===== src/rtl/trapezoidal_axis_motion_sequencer_macros.svh =====
// ----------------------------------------------------------------------------
// Assertion macros for the trapezoidal axis motion sequencer
// Concurrent checks, compiled away in synthesis.
// ----------------------------------------------------------------------------
`ifndef TRAPEZOIDAL_AXIS_MOTION_SEQUENCER_MACROS_SVH
`define TRAPEZOIDAL_AXIS_MOTION_SEQUENCER_MACROS_SVH

`ifndef SYNTHESIS
// explicit clock and reset
`define TAMS_ASSERT_CLK(lbl, ck, rn, prop, msg) \
  lbl: assert property (@(posedge ck) disable iff (!rn) prop) else $error(msg);
// default clock clk, reset rst_n
`define TAMS_ASSERT(lbl, prop, msg) \
  `TAMS_ASSERT_CLK(lbl, clk, rst_n, prop, msg)
`else
`define TAMS_ASSERT_CLK(lbl, ck, rn, prop, msg)
`define TAMS_ASSERT(lbl, prop, msg)
`endif

`endif


===== src/rtl/tams_pkg.sv =====
// ----------------------------------------------------------------------------
// tams_pkg
// Types and codes shared by the motion sequencer modules.
// ----------------------------------------------------------------------------
`default_nettype none

package tams_pkg;

  localparam int SPEED_W = 15;

  typedef enum logic [2:0] {
    OP_START      = 3'd0,
    OP_STOP       = 3'd1,
    OP_RESET      = 3'd2,
    OP_ENC_EDGE   = 3'd3,
    OP_HOME_SW    = 3'd4,
    OP_FAR_SW     = 3'd5,
    OP_ACCEL_TICK = 3'd6,
    OP_STEP_TICK  = 3'd7
  } opcode_t;

  typedef enum logic [2:0] {
    ST_OK         = 3'd0,
    ST_MOVING     = 3'd1,
    ST_FAR_LIMIT  = 3'd2,
    ST_HOME_LIMIT = 3'd3,
    ST_BAD_PROF   = 3'd4
  } status_t;

  typedef enum logic [1:0] {
    SEG_ACCEL = 2'd0,
    SEG_HOLD  = 2'd1,
    SEG_DECEL = 2'd2
  } segment_t;

  // input item payload, last field in the lowest bits
  typedef struct packed {
    logic [6:0]          fill;
    logic                switch_level;
    logic                profile_ok;
    logic signed [31:0]  decel_distance;
    logic signed [31:0]  hold_distance;
    logic signed [31:0]  accel_distance;
    logic [SPEED_W-1:0]  hold_speed;
    logic [SPEED_W-1:0]  start_speed;
    logic                move_negative;
  } in_data_t;

  // result item payload, last field in the lowest bits
  typedef struct packed {
    logic                far_hit;
    logic                home_hit;
    logic                dir_pin;
    logic signed [31:0]  position;
    segment_t            segment;
    logic                speed_reload;
    logic [SPEED_W-1:0]  pending_speed;
    logic [SPEED_W-1:0]  applied_speed;
    logic                is_moving;
    status_t             status;
  } out_data_t;

endpackage

`default_nettype wire


===== src/rtl/trapezoidal_axis_motion_sequencer.sv =====
// An accepted item passes the input register, then the result register, to out_tvalid.
// Throughput: one item per cycle while the result is not stalled; the axis state updates once per item,
// so back-to-back events each see the state left by the one before.
// in_tready drops only while the input register is full and the result is stalled.
// Reset: synchronous, active low; clears the axis state, the limit flags, both
// registers' valid flags and the switch level register.
// ----------------------------------------------------------------------------
// trapezoidal_axis_motion_sequencer
// Event-driven single-axis trapezoidal motion sequencer with stream ports.
// ----------------------------------------------------------------------------
`default_nettype none

`include "trapezoidal_axis_motion_sequencer_macros.svh"

module trapezoidal_axis_motion_sequencer #(
  parameter int POSITION_WIDTH = 32,
  parameter int MAX_SPEED      = 25000
) (
  input  wire          clk,
  input  wire          rst_n,
  input  wire          cfg_wr_en,
  input  wire          cfg_wr_data,    // switch_pressed_level
  input  wire          in_tvalid,
  output logic         in_tready,
  // move_negative, start_speed, hold_speed, accel_distance, hold_distance,
  // decel_distance, profile_ok, switch_level, zero fill
  input  wire  [135:0] in_tdata,
  input  wire  [2:0]   in_tuser,       // opcode
  output logic         out_tvalid,
  input  wire          out_tready,
  // status, is_moving, applied_speed, pending_speed, speed_reload, segment,
  // position, dir_pin, home_hit, far_hit
  output logic [71:0]  out_tdata
);

  logic                 pressed_level_r;
  logic                 in_valid_r, in_valid_nxt;
  tams_pkg::opcode_t    in_op_r;
  tams_pkg::in_data_t   in_data_r;
  logic                 out_valid_r, out_valid_nxt;
  tams_pkg::out_data_t  out_data_r;
  tams_pkg::out_data_t  result;
  logic                 in_take;
  logic                 advance;

  assign advance   = in_valid_r && (!out_valid_r || out_tready);
  assign in_tready = !in_valid_r || advance;
  assign in_take   = in_tvalid && in_tready;

  always_comb begin
    in_valid_nxt = in_valid_r;
    if (in_take) begin
      in_valid_nxt = 1'b1;
    end else if (advance) begin
      in_valid_nxt = 1'b0;
    end
    out_valid_nxt = out_valid_r;
    if (advance) begin
      out_valid_nxt = 1'b1;
    end else if (out_tready) begin
      out_valid_nxt = 1'b0;
    end
  end

  always_ff @(posedge clk) begin
    if (!rst_n) begin
      pressed_level_r <= 1'b0;
      in_valid_r      <= 1'b0;
      out_valid_r     <= 1'b0;
    end else begin
      if (cfg_wr_en) begin
        pressed_level_r <= cfg_wr_data;
      end
      in_valid_r  <= in_valid_nxt;
      out_valid_r <= out_valid_nxt;
    end
  end

  // payload registers, no reset
  always_ff @(posedge clk) begin
    if (in_take) begin
      in_op_r   <= tams_pkg::opcode_t'(in_tuser);
      in_data_r <= tams_pkg::in_data_t'(in_tdata);
    end
    if (advance) begin
      out_data_r <= result;
    end
  end

  tams_axis_core #(
    .POSITION_WIDTH (POSITION_WIDTH),
    .MAX_SPEED      (MAX_SPEED)
  ) u_core (
    .clk           (clk),
    .rst_n         (rst_n),
    .step_en       (advance),
    .opcode        (in_op_r),
    .item          (in_data_r),
    .pressed_level (pressed_level_r),
    .result        (result)
  );

  assign out_tvalid = out_valid_r;
  assign out_tdata  = out_data_r;

  `TAMS_ASSERT(a_stall_blocks_input,
               (in_valid_r && out_valid_r && !out_tready) |-> !in_tready,
               "input taken while result register is stalled")
  `TAMS_ASSERT(a_advance_fills_output,
               advance |=> out_valid_r,
               "processed item did not reach the result register")
  `TAMS_ASSERT(a_speed_limit,
               out_valid_r |-> ({1'b0, out_data_r.pending_speed} <= 16'(MAX_SPEED) &&
                                {1'b0, out_data_r.applied_speed} <= 16'(MAX_SPEED)),
               "speed above the configured maximum")
  `TAMS_ASSERT(a_reject_no_reload,
               (out_valid_r && out_data_r.status != tams_pkg::ST_OK) |->
                 !out_data_r.speed_reload,
               "reload flagged on a rejected start")

endmodule

`default_nettype wire


===== src/rtl/tams_axis_core.sv =====
// ----------------------------------------------------------------------------
// tams_axis_core
// Axis state registers and the combinational event update that forms a result.
// ----------------------------------------------------------------------------
`default_nettype none

module tams_axis_core #(
  parameter int POSITION_WIDTH = 32,
  parameter int MAX_SPEED      = 25000
) (
  input  wire                   clk,
  input  wire                   rst_n,
  input  wire                   step_en,
  input  tams_pkg::opcode_t     opcode,
  input  tams_pkg::in_data_t    item,
  input  wire                   pressed_level,
  output tams_pkg::out_data_t   result
);

  typedef logic signed [POSITION_WIDTH-1:0] pos_t;
  typedef logic [tams_pkg::SPEED_W-1:0]     spd_t;

  localparam logic [15:0] MAX_SPD = 16'(MAX_SPEED);

  function automatic spd_t sat_speed(input spd_t v);
    if ({1'b0, v} > MAX_SPD) begin
      return spd_t'(MAX_SPD);
    end
    return v;
  endfunction

  logic                 moving_r, moving_nxt;
  spd_t                 cur_spd_r, cur_spd_nxt;
  spd_t                 next_spd_r, next_spd_nxt;
  tams_pkg::segment_t   seg_r, seg_nxt;
  pos_t                 enc_r, enc_nxt;
  pos_t                 target_r, target_nxt;
  logic                 dir_neg_r, dir_neg_nxt;
  spd_t                 mv_start_r, mv_start_nxt;
  spd_t                 mv_hold_r, mv_hold_nxt;
  logic signed [31:0]   mv_hold_dist_r, mv_hold_dist_nxt;
  logic signed [31:0]   mv_decel_dist_r, mv_decel_dist_nxt;
  logic                 home_r, home_nxt;
  logic                 far_r, far_nxt;

  tams_pkg::status_t    status;
  logic                 reload;
  logic                 reached;
  logic                 sw_pressed;

  // signed compare at the position width, sense follows the direction
  assign reached    = dir_neg_r ? (enc_r <= target_r) : (enc_r >= target_r);
  assign sw_pressed = (item.switch_level == pressed_level);

  always_comb begin
    moving_nxt        = moving_r;
    cur_spd_nxt       = cur_spd_r;
    next_spd_nxt      = next_spd_r;
    seg_nxt           = seg_r;
    enc_nxt           = enc_r;
    target_nxt        = target_r;
    dir_neg_nxt       = dir_neg_r;
    mv_start_nxt      = mv_start_r;
    mv_hold_nxt       = mv_hold_r;
    mv_hold_dist_nxt  = mv_hold_dist_r;
    mv_decel_dist_nxt = mv_decel_dist_r;
    home_nxt          = home_r;
    far_nxt           = far_r;
    status            = tams_pkg::ST_OK;
    reload            = 1'b0;

    case (opcode)
      tams_pkg::OP_START: begin
        if (moving_r) begin
          status = tams_pkg::ST_MOVING;
        end else if (!item.move_negative && far_r) begin
          status = tams_pkg::ST_FAR_LIMIT;
        end else if (item.move_negative && home_r) begin
          status = tams_pkg::ST_HOME_LIMIT;
        end else if (!item.profile_ok) begin
          status = tams_pkg::ST_BAD_PROF;
        end else begin
          mv_start_nxt      = sat_speed(item.start_speed);
          mv_hold_nxt       = sat_speed(item.hold_speed);
          mv_hold_dist_nxt  = item.hold_distance;
          mv_decel_dist_nxt = item.decel_distance;
          moving_nxt        = 1'b1;
          cur_spd_nxt       = sat_speed(item.start_speed);
          next_spd_nxt      = sat_speed(item.start_speed);
          seg_nxt           = tams_pkg::SEG_ACCEL;
          target_nxt        = enc_r + pos_t'(item.accel_distance);
          dir_neg_nxt       = item.move_negative;
          reload            = 1'b1;
        end
      end
      tams_pkg::OP_STOP: begin
        moving_nxt   = 1'b0;
        cur_spd_nxt  = '0;
        next_spd_nxt = '0;
      end
      tams_pkg::OP_RESET: begin
        moving_nxt   = 1'b0;
        cur_spd_nxt  = '0;
        next_spd_nxt = '0;
        enc_nxt      = '0;
        target_nxt   = '0;
        dir_neg_nxt  = 1'b0;
      end
      tams_pkg::OP_ENC_EDGE: begin
        enc_nxt = dir_neg_r ? enc_r - pos_t'(1) : enc_r + pos_t'(1);
      end
      tams_pkg::OP_HOME_SW: begin
        moving_nxt   = 1'b0;
        cur_spd_nxt  = '0;
        next_spd_nxt = '0;
        home_nxt     = sw_pressed;
      end
      tams_pkg::OP_FAR_SW: begin
        moving_nxt   = 1'b0;
        cur_spd_nxt  = '0;
        next_spd_nxt = '0;
        far_nxt      = sw_pressed;
      end
      tams_pkg::OP_ACCEL_TICK: begin
        if (moving_r) begin
          case (seg_r)
            tams_pkg::SEG_ACCEL: begin
              if (next_spd_r < mv_hold_r) begin
                next_spd_nxt = next_spd_r + spd_t'(1);
              end else begin
                seg_nxt    = tams_pkg::SEG_HOLD;
                target_nxt = target_r + pos_t'(mv_hold_dist_r);
              end
            end
            tams_pkg::SEG_HOLD: begin
              if (reached) begin
                seg_nxt    = tams_pkg::SEG_DECEL;
                target_nxt = target_r + pos_t'(mv_decel_dist_r);
              end
            end
            tams_pkg::SEG_DECEL: begin
              if (!reached) begin
                if (next_spd_r > mv_start_r) begin
                  next_spd_nxt = next_spd_r - spd_t'(1);
                end
              end else begin
                moving_nxt   = 1'b0;
                cur_spd_nxt  = '0;
                next_spd_nxt = '0;
              end
            end
            default: begin
            end
          endcase
        end
      end
      tams_pkg::OP_STEP_TICK: begin
        if (next_spd_r != cur_spd_r) begin
          cur_spd_nxt = next_spd_r;
          reload      = 1'b1;
        end
      end
      default: begin
      end
    endcase
  end

  always_ff @(posedge clk) begin
    if (!rst_n) begin
      moving_r        <= 1'b0;
      cur_spd_r       <= '0;
      next_spd_r      <= '0;
      seg_r           <= tams_pkg::SEG_ACCEL;
      enc_r           <= '0;
      target_r        <= '0;
      dir_neg_r       <= 1'b0;
      mv_start_r      <= '0;
      mv_hold_r       <= '0;
      mv_hold_dist_r  <= '0;
      mv_decel_dist_r <= '0;
      home_r          <= 1'b0;
      far_r           <= 1'b0;
    end else if (step_en) begin
      moving_r        <= moving_nxt;
      cur_spd_r       <= cur_spd_nxt;
      next_spd_r      <= next_spd_nxt;
      seg_r           <= seg_nxt;
      enc_r           <= enc_nxt;
      target_r        <= target_nxt;
      dir_neg_r       <= dir_neg_nxt;
      mv_start_r      <= mv_start_nxt;
      mv_hold_r       <= mv_hold_nxt;
      mv_hold_dist_r  <= mv_hold_dist_nxt;
      mv_decel_dist_r <= mv_decel_dist_nxt;
      home_r          <= home_nxt;
      far_r           <= far_nxt;
    end
  end

  // result shows the state after the event
  always_comb begin
    result.status        = status;
    result.is_moving     = moving_nxt;
    result.applied_speed = cur_spd_nxt;
    result.pending_speed = next_spd_nxt;
    result.speed_reload  = reload;
    result.segment       = seg_nxt;
    result.position      = 32'(enc_nxt);
    result.dir_pin       = dir_neg_nxt;
    result.home_hit      = home_nxt;
    result.far_hit       = far_nxt;
  end

endmodule

`default_nettype wire


===== config.mk =====
export PLATFORM = sky130hd
export DESIGN_NAME = trapezoidal_axis_motion_sequencer
export DESIGN_NICKNAME = d
export VERILOG_FILES = /design/src/rtl/tams_pkg.sv /design/src/rtl/trapezoidal_axis_motion_sequencer.sv /design/src/rtl/tams_axis_core.sv
export VERILOG_INCLUDE_DIRS = /design/src /design/src/rtl
export SDC_FILE = /design/constraint.sdc
export NUM_CORES = 1
export LEC_CHECK = 0
export BUFFER_PORTS_ARGS = -buffer_cell sky130_fd_sc_hd__buf_4
export CAP_MARGIN = 20
export CORE_MARGIN = 5
export CORE_UTILIZATION = 60
export DETAILED_ROUTE_END_ITERATION = 8
export PLACE_DENSITY = 0.81
export SYNTH_ARGS = -nofsm -noshare
export SYNTH_HDL_FRONTEND = slang
export SYNTH_HIERARCHICAL = 1
export SYNTH_SLANG_ARGS = --single-unit

===== constraint.sdc =====
create_clock -name clk -period 9.6 [get_ports clk]
set_clock_uncertainty 0.2 [all_clocks]
set_input_delay 0 -clock clk [delete_from_list [all_inputs] [get_ports clk]]
set_output_delay 0 -clock clk [all_outputs]
set_load 0.05 [all_outputs]

==> flow_summary.ini <==
[run]
max_cap_viol_count = 0

[global_routing]
grt_overflow = 0
grt_pass1_vias = 21058
grt_max_degree = 94
track_usage_pct = 36.0
grt_antenna_before_repair = 2
grt_pass1_wl_mm = 117

[layout]
nNetsFinal = 3058
multiInputGateArea_um2 = 11200
fill_cells = 2230
layout-drive-gt1-share_pct = 14.0
area_growth_pct = 27.4
postLayoutCellArea_um2 = 28100
post-route-util_pct = 77.0
seq_area_um2 = 10100
final_cells = 3259

[timing]
layout_setup_ws_ps = 4660
hold_viol_final = 0
maxSlewViolCount = 0
min_period_ps = 4940
finalSetupViolCount = 0
rsz0062_at_grt = false
fin_tns_setup_ps = 0
worstMarginPinSlew_ps = 1230
period_share_pct = 51.4
max_freq_mhz = 202
relSlewSlack_pct = 18.2

[die]
core_um2 = 36400
start_util_pct = 60.5
row_count = 70
die_w_um = 202
io-pin-count = 219
die_h_um = 202
dieArea_um2 = 40700

[clock_network]
root_buffer = clkbuf_16
cts_sinks = 401
cts_tree = done
clkSlewWorstSetupHoldPaths_ps = 60
clk_path_buf_depth = 3
htree_levels = 2
ctsResizeCount = 0
cts-buffers-inserted = 42
clock_latency_ps = 610

[power_and_ir_drop]
irDropWorstVdd_mv = 0.189
p_leak_uw = 0.0116
cellPowerDensity_nw_per_um2 = 150

[worst_setup_path]
cp_top_family = compound AO/OA/AOI/OAI gates
worstPathCellList = inv_2, nand2_1, buf_4, mux2_2, ha_1, nand4_1, nor2_1, o211ai_1, a211oi_1, o21ai_0, o31ai_1, nor4_1, nor3_1, xnor2_1, a2bb2oi_1, a21oi_1
crit_path_end_kind = register
cpMaxStageDelayCell = dfxtp_1
r2r_cells = 16
cp.depth = 16
cp_max_fo = 32
worstSetupPathType = reg -> reg
cp.arrival_ps = 5180
critPathLaunchType = register
rrSetupSlack_ps = 4660
path_buf_inv = 2
reg2reg_from = u_core/seg_r[1]$_SDFFE_PN0P_
max_stage_delay_ps = 550
reg2reg_to = u_core/target_r[31]$_SDFFE_PN0P_
crit_required_ps = 9840

[status]
status = finished clean

[placed_design]
dpl_cell_area_um2 = 24000
gp_congestion = 0.971
dp_slack_ps = 4910
port_buffers = 211
place_hpwl_mm = 45.2
placed_cells = 2908

[yosys]
ys_warn_count = 6
synth_area_um2 = 22000
synthCells = 2318
syn_avg_cell_area_um2 = 9.51
syn-num-nets = 2621

[route]
drt-total-wl_mm = 75.9
via_per_inst = 6.46
postRouteAntennaNets = 0
firstDrtPassIters = 8
routedWlPerCell_um = 23.3
drc = 0
vias = 21065
drt_iter0_drc = 2638

[min_path]
whs_endpoint = out_tvalid$_SDFFE_PN0P_
min-delay-start = out_tready
hold_depth = 4
hold_class = in -> reg
final cells by class:
class	instances	area share (%)
clock buffer	56	4.18
sequential	401	35.9
multi-input combinational	1703	39.8
timing repair buffer	508	16.0
tap	468	2.09
antenna	2	0.0178
inverter	99	1.33
clock inverter	22	0.740
how the worst max path moves through the flow:
stage	slack [ps]	start	end
floorplan	1630	out_tvalid$_SDFFE_PN0P_	in_data_r[0]$_DFFE_PP_
global placement	5020	u_core/seg_r[1]$_SDFFE_PN0P_	u_core/target_r[28]$_SDFFE_PN0P_
detailed placement	4910	u_core/seg_r[1]$_SDFFE_PN0P_	u_core/target_r[28]$_SDFFE_PN0P_
CTS	4900	u_core/seg_r[1]$_SDFFE_PN0P_	u_core/target_r[28]$_SDFFE_PN0P_
global route	4540	u_core/seg_r[1]$_SDFFE_PN0P_	u_core/target_r[31]$_SDFFE_PN0P_
finish	4660	u_core/seg_r[1]$_SDFFE_PN0P_	u_core/target_r[31]$_SDFFE_PN0P_
worst min-delay path, delay by kind of cell:
kind / cells / cell delay [ps]
AOI/OAI and AO/OA: 1 / 160
buffers and inverters: 2 / 650
and+or+nand+nor: 1 / 50
timing repair:
action / 4_1_cts / 5_1_grt
hold buffers: 271 / 0
endpoints found under the hold margin: 183 / 0
buffers inserted: 0 / 0
routing by layer:
layer | part of all wire (%) | GRT usage (%) | up-vias
met3 | 9.8 | 7.01 | 338
met2 | 47 | 59.4 | 1385
met1 | 37 | 44.3 | 9988
li1 | - | - | 9354
met4 | 6.9 | 20.8 | 0
met5 | 0 | 0 | -
registers in the layout, summed over array words and instances (netlist names), 2 cells and up:
| register | count |
|---|---|
| u_core/seg_r | 2 |
| u_core/mv_hold_dist_r | 32 |
| in_op_r | 3 |
| u_core/mv_decel_dist_r | 32 |
| u_core/enc_r | 32 |
| in_data_r | 129 |
| u_core/cur_spd_r | 15 |
| u_core/next_spd_r | 15 |
| out_tdata | 72 |
| u_core/target_r | 32 |
| u_core/mv_hold_r | 15 |
| u_core/mv_start_r | 15 |
layout by cell type (no fill, tap or decap), drive strengths merged, types with 12 or more instances in the layout:
master       count
a21o            54
xor2            35
clkbuf          56
nand3           61
edfxtp         204
nor3            31
o21ba           12
nand4           28
clkinv          17
dlygate4sd3    271
nor2           137
nor2b           16
dfxtp          197
inv             99
a22oi           25
nand2b          25
a211oi          22
xnor2           68
mux2i           18
or2             12
o31ai           14
mux2            33
o211ai          19
nand2          325
o21ai          138
buf            237
o221ai          16
a21oi          241
o211a           20
ha             155
o21a            18
a31oi           16
o21bai          14
metrics by stage:
step / hold WS [ps] / power, µW
2_1_floorplan: -101 / 2270
3_3_place_gp: -21.9 / 2440
3_5_place_dp: -20.7 / 2450
4_1_cts: 106 / 4140
5_1_grt: 122 / 4320
6_report: 121 / 4200
where the power goes:
part,switching (µW),total (µW),leakage (µW),internal (µW)
logic,355,610,0.00731,256
clock network,760,1660,0.000674,903
registers,57.2,1930,0.00358,1870
total,1170,4200,0.0116,3030
No activity file was read; power rests on OpenSTA's default activity.
